==> config.mk <==
export PLATFORM = sky130hd
export DESIGN_NAME = sha1_hash
export DESIGN_NICKNAME = d
export VERILOG_FILES = /design/src/hw/rtl/sha1_pkg.sv /design/src/hw/rtl/sha1_round.sv /design/src/hw/rtl/sha1_wbuf.sv /design/src/hw/rtl/sha1_hash.sv
export SDC_FILE = /design/constraint.sdc
export NUM_CORES = 2
export LEC_CHECK = 0
export BUFFER_PORTS_ARGS = -buffer_cell sky130_fd_sc_hd__buf_2
export CAP_MARGIN = 10
export CELL_PAD_IN_SITES_DETAIL_PLACEMENT = 0
export CELL_PAD_IN_SITES_GLOBAL_PLACEMENT = 1
export CORE_UTILIZATION = 40
export DETAILED_ROUTE_END_ITERATION = 16
export PLACE_DENSITY = 0.74
export SYNTH_ARGS = -nofsm -noshare
export SYNTH_HDL_FRONTEND = slang
export SYNTH_HIERARCHICAL = 1
export SYNTH_SLANG_ARGS = --single-unit
==> constraint.sdc <==
create_clock -name clk -period 11.2 [get_ports clk]
set_input_delay 1.68 -clock clk [delete_from_list [all_inputs] [get_ports clk]]
set_output_delay 1.68 -clock clk [all_outputs]
set_load 0.02 [all_outputs]
==> src/hw/rtl/sha1_pkg.sv <==
// sha1_pkg: shared types, constants and helpers for the sha1 hash block
// no dependencies; imported by sha1_round, sha1_wbuf, sha1_hash and tb_top
package sha1_pkg;

  // input word kinds
  localparam logic [1:0] KIND_BYTE = 2'd0;
  localparam logic [1:0] KIND_LAST = 2'd1;
  localparam logic [1:0] KIND_END  = 2'd2;

  // initial chaining values
  localparam logic [31:0] H0_INIT = 32'h67452301;
  localparam logic [31:0] H1_INIT = 32'hEFCDAB89;
  localparam logic [31:0] H2_INIT = 32'h98BADCFE;
  localparam logic [31:0] H3_INIT = 32'h10325476;
  localparam logic [31:0] H4_INIT = 32'hC3D2E1F0;

  // round constants
  localparam logic [31:0] K0 = 32'h5A827999;
  localparam logic [31:0] K1 = 32'h6ED9EBA1;
  localparam logic [31:0] K2 = 32'h8F1BBCDC;
  localparam logic [31:0] K3 = 32'hCA62C1D6;

  localparam logic [7:0] PAD_BYTE = 8'h80;

  localparam int unsigned ROUNDS = 80;

  // working variables of the compression
  typedef struct packed {
    logic [31:0] a;
    logic [31:0] b;
    logic [31:0] c;
    logic [31:0] d;
    logic [31:0] e;
  } work_t;

  // control of the block buffer
  typedef struct packed {
    logic        put;     // store one message byte at pos
    logic        pad;     // 0x80 at pos, zero after it
    logic        clr;     // zero the whole block
    logic        len;     // bit length into words 14 and 15
    logic        shift;   // schedule shift for one round
    logic        expand;  // round 16 and up: derive schedule word
    logic [5:0]  pos;
    logic [7:0]  data;
    logic [63:0] bits;
  } wbuf_ctl_t;

  function automatic logic [31:0] rol1(input logic [31:0] x);
    return {x[30:0], x[31]};
  endfunction

endpackage

==> src/hw/rtl/sha1_round.sv <==
// sha1_round: one sha-1 round, shared over all 80 rounds of a block
// depends on sha1_pkg
module sha1_round import sha1_pkg::*; (
  input  work_t       cur_i,
  input  logic [31:0] w_i,
  input  logic [6:0]  rnd_i,
  output work_t       nxt_o
);

  logic [31:0] f;
  logic [31:0] k;

  always_comb begin
    if (rnd_i < 7'd20) begin
      f = (cur_i.b & cur_i.c) | (~cur_i.b & cur_i.d);
      k = K0;
    end else if (rnd_i < 7'd40) begin
      f = cur_i.b ^ cur_i.c ^ cur_i.d;
      k = K1;
    end else if (rnd_i < 7'd60) begin
      f = (cur_i.b & cur_i.c) | (cur_i.b & cur_i.d) | (cur_i.c & cur_i.d);
      k = K2;
    end else begin
      f = cur_i.b ^ cur_i.c ^ cur_i.d;
      k = K3;
    end
  end

  always_comb begin
    nxt_o.a = {cur_i.a[26:0], cur_i.a[31:27]} + f + cur_i.e + k + w_i;
    nxt_o.b = cur_i.a;
    nxt_o.c = {cur_i.b[1:0], cur_i.b[31:2]};
    nxt_o.d = cur_i.c;
    nxt_o.e = cur_i.d;
  end

endmodule

==> src/hw/rtl/sha1_wbuf.sv <==
// sha1_wbuf: 16-word block buffer, byte packing, padding and schedule shift line
// depends on sha1_pkg
module sha1_wbuf import sha1_pkg::*; (
  input  logic        clk,
  input  wbuf_ctl_t   ctl_i,
  output logic [31:0] w_o
);

  logic [31:0] blk_r   [16];
  logic [31:0] blk_nxt [16];

  // schedule taps: blk_r[0] holds w[r-16], [2] w[r-14], [8] w[r-8], [13] w[r-3]
  assign w_o = ctl_i.expand ? rol1(blk_r[13] ^ blk_r[8] ^ blk_r[2] ^ blk_r[0])
                            : blk_r[0];

  always_comb begin
    logic [5:0] p;
    p = '0;
    for (int j = 0; j < 16; j++) begin
      blk_nxt[j] = blk_r[j];
    end
    if (ctl_i.put || ctl_i.pad) begin
      for (int j = 0; j < 16; j++) begin
        for (int b = 0; b < 4; b++) begin
          p = 6'(j * 4 + b);
          if (p == ctl_i.pos) begin
            blk_nxt[j][31 - 8 * b -: 8] = ctl_i.put ? ctl_i.data : PAD_BYTE;
          end else if (ctl_i.pad && p > ctl_i.pos) begin
            blk_nxt[j][31 - 8 * b -: 8] = 8'h00;
          end
        end
      end
    end
    if (ctl_i.clr) begin
      for (int j = 0; j < 16; j++) begin
        blk_nxt[j] = 32'h0;
      end
    end
    if (ctl_i.len) begin
      blk_nxt[14] = ctl_i.bits[63:32];
      blk_nxt[15] = ctl_i.bits[31:0];
    end
    if (ctl_i.shift) begin
      for (int j = 0; j < 15; j++) begin
        blk_nxt[j] = blk_r[j + 1];
      end
      blk_nxt[15] = w_o;
    end
  end

  always_ff @(posedge clk) begin
    for (int j = 0; j < 16; j++) begin
      blk_r[j] <= blk_nxt[j];
    end
  end

endmodule

==> src/hw/rtl/sha1_hash.sv <==
// sha1_hash: byte-serial sha-1 engine, one shared round unit
// a byte that does not close a block is taken while idle; a byte that closes a block
// keeps the engine busy through load, the rounds and the chain add, and no byte is
// taken meanwhile; end of message: a pad step and one compression, plus a length
// step and one more compression when the length spills into a second block, then
// five digest words, one per cycle at best
// reset (rst_n, synchronous): idle, chaining words at their initial values, count 0
module sha1_hash import sha1_pkg::*; (
  input  logic        clk,
  input  logic        rst_n,
  input  logic        in_valid,
  output logic        in_ready,
  input  logic [1:0]  in_kind,
  input  logic [7:0]  in_data_byte,
  output logic        out_valid,
  input  logic        out_ready,
  output logic [31:0] out_digest_word,
  output logic [2:0]  out_word_index,
  output logic        out_last_word
);

  // sequencer states
  localparam logic [2:0] ST_IDLE = 3'd0;
  localparam logic [2:0] ST_PAD  = 3'd1;  // append 0x80, zero fill, and the length if it fits
  localparam logic [2:0] ST_LEN  = 3'd2;  // second block: zeros and bit length
  localparam logic [2:0] ST_RND  = 3'd3;  // one round per cycle
  localparam logic [2:0] ST_ADD  = 3'd4;  // fold working vars into chain
  localparam logic [2:0] ST_OUT  = 3'd5;  // digest words out

  // where to go after a compression
  localparam logic [1:0] CONT_IDLE = 2'd0;
  localparam logic [1:0] CONT_PAD  = 2'd1;
  localparam logic [1:0] CONT_LEN  = 2'd2;
  localparam logic [1:0] CONT_DONE = 2'd3;

  localparam logic [6:0] LAST_RND = 7'(ROUNDS - 1);

  logic [2:0]  state_r, state_nxt;
  logic [1:0]  cont_r, cont_nxt;
  logic [6:0]  rnd_r, rnd_nxt;
  logic [2:0]  idx_r, idx_nxt;
  logic [60:0] count_r, count_nxt;
  logic [31:0] chain_r [5];
  logic [31:0] chain_nxt [5];
  work_t       work_r, work_nxt;
  work_t       round_out;
  wbuf_ctl_t   ctl;
  logic [31:0] w;
  logic        in_acc;
  logic [5:0]  pos;
  work_t       chain_work;

  assign in_ready  = (state_r == ST_IDLE);
  assign out_valid = (state_r == ST_OUT);
  assign in_acc    = in_valid && in_ready;
  assign pos       = count_r[5:0];

  assign out_digest_word = chain_r[idx_r];
  assign out_word_index  = idx_r;
  assign out_last_word   = (idx_r == 3'd4);

  // chaining words as a working set, loaded at the start of each block
  assign chain_work = '{a: chain_r[0], b: chain_r[1], c: chain_r[2],
                        d: chain_r[3], e: chain_r[4]};

  sha1_wbuf u_wbuf (
    .clk   (clk),
    .ctl_i (ctl),
    .w_o   (w)
  );

  sha1_round u_round (
    .cur_i (work_r),
    .w_i   (w),
    .rnd_i (rnd_r),
    .nxt_o (round_out)
  );

  always_comb begin
    state_nxt = state_r;
    cont_nxt  = cont_r;
    rnd_nxt   = rnd_r;
    idx_nxt   = idx_r;
    count_nxt = count_r;
    work_nxt  = work_r;
    for (int i = 0; i < 5; i++) begin
      chain_nxt[i] = chain_r[i];
    end
    ctl        = '0;
    ctl.pos    = pos;
    ctl.data   = in_data_byte;
    ctl.bits   = {count_r, 3'b000};  // bit length wraps with the count
    ctl.expand = (rnd_r >= 7'd16);

    case (state_r)
      ST_IDLE: begin
        if (in_acc) begin
          if (in_kind inside {KIND_BYTE, KIND_LAST}) begin
            ctl.put   = 1'b1;
            count_nxt = count_r + 61'd1;
            if (pos == 6'd63) begin
              // block full: compress, then either idle or pad
              work_nxt  = chain_work;
              rnd_nxt   = '0;
              cont_nxt  = (in_kind == KIND_LAST) ? CONT_PAD : CONT_IDLE;
              state_nxt = ST_RND;
            end else if (in_kind == KIND_LAST) begin
              state_nxt = ST_PAD;
            end
          end else if (in_kind == KIND_END) begin
            state_nxt = ST_PAD;
          end
          // undefined kind: word dropped, nothing changes
        end
      end
      ST_PAD: begin
        ctl.pad = 1'b1;
        if (pos >= 6'd56) begin
          // no room for the length: it goes into a second block
          cont_nxt = CONT_LEN;
        end else begin
          ctl.len  = 1'b1;
          cont_nxt = CONT_DONE;
        end
        work_nxt  = chain_work;
        rnd_nxt   = '0;
        state_nxt = ST_RND;
      end
      ST_LEN: begin
        ctl.clr   = 1'b1;
        ctl.len   = 1'b1;
        cont_nxt  = CONT_DONE;
        work_nxt  = chain_work;
        rnd_nxt   = '0;
        state_nxt = ST_RND;
      end
      ST_RND: begin
        ctl.shift = 1'b1;
        work_nxt  = round_out;
        rnd_nxt   = rnd_r + 7'd1;
        if (rnd_r == LAST_RND) begin
          state_nxt = ST_ADD;
        end
      end
      ST_ADD: begin
        chain_nxt[0] = chain_r[0] + work_r.a;
        chain_nxt[1] = chain_r[1] + work_r.b;
        chain_nxt[2] = chain_r[2] + work_r.c;
        chain_nxt[3] = chain_r[3] + work_r.d;
        chain_nxt[4] = chain_r[4] + work_r.e;
        case (cont_r)
          CONT_IDLE: state_nxt = ST_IDLE;
          CONT_PAD:  state_nxt = ST_PAD;
          CONT_LEN:  state_nxt = ST_LEN;
          default: begin
            idx_nxt   = '0;
            state_nxt = ST_OUT;
          end
        endcase
      end
      ST_OUT: begin
        if (out_ready) begin
          if (idx_r == 3'd4) begin
            // digest delivered: back to the initial hash state
            chain_nxt[0] = H0_INIT;
            chain_nxt[1] = H1_INIT;
            chain_nxt[2] = H2_INIT;
            chain_nxt[3] = H3_INIT;
            chain_nxt[4] = H4_INIT;
            count_nxt    = '0;
            idx_nxt      = '0;
            state_nxt    = ST_IDLE;
          end else begin
            idx_nxt = idx_r + 3'd1;
          end
        end
      end
      default: begin
        state_nxt = ST_IDLE;
      end
    endcase
  end

  always_ff @(posedge clk) begin
    if (!rst_n) begin
      state_r    <= ST_IDLE;
      cont_r     <= CONT_IDLE;
      rnd_r      <= '0;
      idx_r      <= '0;
      count_r    <= '0;
      chain_r[0] <= H0_INIT;
      chain_r[1] <= H1_INIT;
      chain_r[2] <= H2_INIT;
      chain_r[3] <= H3_INIT;
      chain_r[4] <= H4_INIT;
    end else begin
      state_r <= state_nxt;
      cont_r  <= cont_nxt;
      rnd_r   <= rnd_nxt;
      idx_r   <= idx_nxt;
      count_r <= count_nxt;
      for (int i = 0; i < 5; i++) begin
        chain_r[i] <= chain_nxt[i];
      end
    end
  end

  always_ff @(posedge clk) begin
    work_r <= work_nxt;
  end

`ifndef SYNTHESIS
  // input and output sides are never open together
  a_no_overlap: assert property (@(posedge clk) disable iff (!rst_n)
    !(in_ready && out_valid))
    else $error("input ready while digest words pending");

  // round counter stays inside the 80 rounds
  a_rnd_range: assert property (@(posedge clk) disable iff (!rst_n)
    (state_r == ST_RND) |-> (rnd_r <= LAST_RND))
    else $error("round counter out of range");

  // after the fifth word the engine is idle with a fresh count
  a_done_idle: assert property (@(posedge clk) disable iff (!rst_n)
    (out_valid && out_ready && out_last_word) |=> (in_ready && count_r == '0))
    else $error("engine not reset after digest");

  // digest words are only shown after a chain add
  a_out_entry: assert property (@(posedge clk) disable iff (!rst_n)
    $rose(out_valid) |-> ($past(state_r) == ST_ADD))
    else $error("digest output entered without compression");
`endif

endmodule

==> out/metrics.cfg <==
[synth]
synth-seq-cells = 911
netlist_area_um2 = 54300
avgSynthCellArea_um2 = 9.60
synthCells = 5654
synth_edf_count = 672
synth_top_flop_cell = edfxtp_1
synth-async-reset-ratio_pct = 0
yosysSeqAreaShare_pct = 46.0
synth.distinct_cells = 102
yosys_warnings = 6

[worst_setup_path]
rr_worst_depth = 21
crit_top_cell = fa_1
crit_arrival_ns = 6.67
worst-setup-path-type = flop to flop
cp.required_ns = 11.68
end_kind = flop
path_max_fanout = 92
crit_chain = or3_2 > buf_4 > and2_1 > nor2_1 > inv_1 > fa_1 > fa_1 > inv_1 > fa_1 > ha_1 > fa_1 > a21oi_1 > o2111ai_1 > nand4_1 > nand2_1 > o31a_2 > o211ai_2 > o311ai_2 > xnor2_1 > nand2_1 > nand2_1
cp_slowest_stage_delay_ns = 0.55
slowest_stage = fa_1
cp-start-kind = flop

[power_and_ir_drop]
power_uw = 10800
vdd_drop_max_uv = 128
p_leak_uw = 0.0217
power.density_nw_per_um2 = 184

[grt]
gr-usage-met3_pct = 3.80
grt_usage_pct = 25.2
met2_usage_pct = 39.7
antenna_found_initial = 0
grt_pass1_vias = 40500
grt_pass1_wl_um = 262000
grt_remaining_overflow = 0
top_usage_layer = met2
grt_max_degree = 150
grt_use_met1_pct = 35.0

[drt]
firstDrtPassIters = 8
wl_um = 175000
ant_nets = 0
avgRoutedWirePerCell_um = 23.9
vias_per_cell = 5.78
drt-initial-drc-count = 4497
drc = 0
vias = 42300

[floorplan]
ios = 52
coreArea_um2 = 134000
fp.dieArea_um2 = 137000
dieWidth_um = 370
row_count = 134
start_util_pct = 40.5
die_y_um = 370

[cts]
path_clk_slew_ns = 0.06
clockBufferDepth = 3
cts_root_buf = clkbuf_16
cts_tree = built
cts-buffers-inserted = 105
post_cts_buffers = 0
cts_num_sinks = 911
htreeDepth = 3
clock_latency_ns = 0.76
cts_resized = 0
hold_buffers = 0

[layout]
final_nets = 5799
drive_gt1_share_pct = 7.60
utilization_pct = 43.8
area_delta_synth_final_pct = 8.31

[sta]
post-route-min-period_ns = 6.19
finalHoldViolCount = 0
whs_ns = 0.499
setup_viol = 0
tightest_slew_ns = 1.25
fmax_mhz = 162
fin_tns_setup_ns = 0
period_share_pct = 55.3
maxSlewViolCount = 0
skew_ns = 0.0471
slew_headroom_pct = 16.5
rsz0062_at_grt = no

[place]
place_hpwl_um = 124000
place.gp.congestion = 0.953
port_buffers = 51

[status]
status = finished clean

[min_path]
hold_depth = 2
hp-class = flop to flop

[job]
maxCapViolCount = 0

-- routing by layer --
metal | vias to the layer above | share of wire, %
met5 | - | 0
met4 | 0 | 3.6
met3 | 298 | 6.8
met2 | 1559 | 46
met1 | 21000 | 44
li1 | 19500 | -
-- state kept, by name, indices dropped and copies added, names as in the netlist, named ones only --
register,cells
u_wbuf/blk_r,512
chain_r,160
work_r,160
count_r,61
rnd_r,7
out_word_index,3
state_r,3
cont_r,2
-- power breakdown --
group / switching [µW] / internal, µW / leakage, µW
Sequential: 233 / 4050 / 0.00819
Clock: 1530 / 2090 / 0.00174
Combinational: 1860 / 1050 / 0.0118
Total: 3620 / 7190 / 0.0217
-- cell families after synthesis --
family                   synth area share [%]
AO/OA/AOI/OAI                            16.2
multiplexers                             2.69
AND/OR/NAND/NOR                          15.0
buffers and inverters                    5.87
flip-flops                               46.0
adder cells (fa/ha/maj)                  9.17
other                                 0.00691
XOR/XNOR                                 5.13
-- synth_stat cells (all sizes together), types with 10 or more instances --
| master | instances | area share (%) |
|---|---|---|
| edfxtp | 672 | 37 |
| clkbuf | 227 | 1.6 |
| xnor2 | 194 | 3.1 |
| nor2b | 75 | 0.86 |
| nor2 | 329 | 2.3 |
| nand2b | 31 | 0.36 |
| a21o | 90 | 1.2 |
| o21a | 28 | 0.39 |
| a221oi | 43 | 0.69 |
| mux2 | 46 | 0.95 |
| and2 | 50 | 0.58 |
| a211oi | 20 | 0.28 |
| nand4 | 37 | 0.44 |
| nand2 | 1132 | 7.8 |
| a22oi | 74 | 1.0 |
| o21bai | 28 | 0.39 |
| or3 | 15 | 0.17 |
| a31oi | 24 | 0.29 |
| a21oi | 316 | 2.9 |
| ha | 198 | 4.6 |
| and4 | 17 | 0.28 |
| dfxtp | 239 | 8.8 |
| mux2i | 22 | 0.41 |
| o21ai | 581 | 5.4 |
| fa | 125 | 4.6 |
| mux4 | 32 | 1.3 |
| buf | 183 | 2.3 |
| inv | 283 | 2.0 |
| a22o | 57 | 0.92 |
| a211o | 10 | 0.18 |
| nor3 | 40 | 0.45 |
| o22ai | 81 | 0.93 |
| nand3 | 60 | 0.57 |
| and3 | 34 | 0.39 |
| a221o | 20 | 0.37 |
| or2 | 10 | 0.12 |
| o211ai | 13 | 0.20 |
| xor2 | 124 | 2.0 |
-- worst max-delay path: cells and delay by family, from the launching register on --
family	cells	cell delay, ns
adders and majority gates	5	2.14
AOI/OAI and AO/OA	5	1.38
and+or+nand+nor	7	1.32
buffers and inverters	3	0.48
DFF	1	0.39
xor gates and xnor gates	1	0.15
-- layout by cell type (no fill, tap or decap), drive strengths merged, types with 90 or more instances in the layout --
master | synthesis | routed
xor2 | 124 | 124
o21ai | 581 | 581
a21oi | 316 | 316
a21o | 90 | 90
nand2 | 1132 | 1132
inv | 283 | 284
edfxtp | 672 | 672
buf | 183 | 109
ha | 198 | 198
nor2 | 329 | 329
clkbuf | 227 | 147
xnor2 | 194 | 194
fa | 125 | 125
dfxtp | 239 | 239
-- worst paths after layout --
| check | from | end | slack [ns] |
|---|---|---|---|
| worst max-delay path | rnd_r[4] | work_r[159] | 5.01 |
| worst min-delay path | chain_r[4][29] | chain_r[4][29] | 0.50 |
| worst max register to register | rnd_r[4] | work_r[159] | 5.01 |
| worst min register to register | chain_r[4][29] | chain_r[4][29] | 0.50 |
-- metrics by stage --
stage | cells | setup WS [ns] | area, µm²
CTS | 7322 | 5.13 | 58800
detailed placement | 7123 | 5.16 | 55200
finish | 7324 | 5.01 | 58800
floorplan | 5656 | 3.56 | 54300
global route | 7322 | 4.76 | 58800
global placement | 7123 | 5.19 | 55200
-- area by class of cell --
class | count | area, µm²
antenna | 2 | 5.00
clock buffer | 147 | 2920
clock inverter | 52 | 694
fill | 12900 | 75300
inverter | 284 | 1070
multi-input combinational | 4051 | 26200
sequential | 911 | 25000
tap | 1768 | 2210
timing repair buffer | 109 | 693
(Power assumes the default switching activity.)
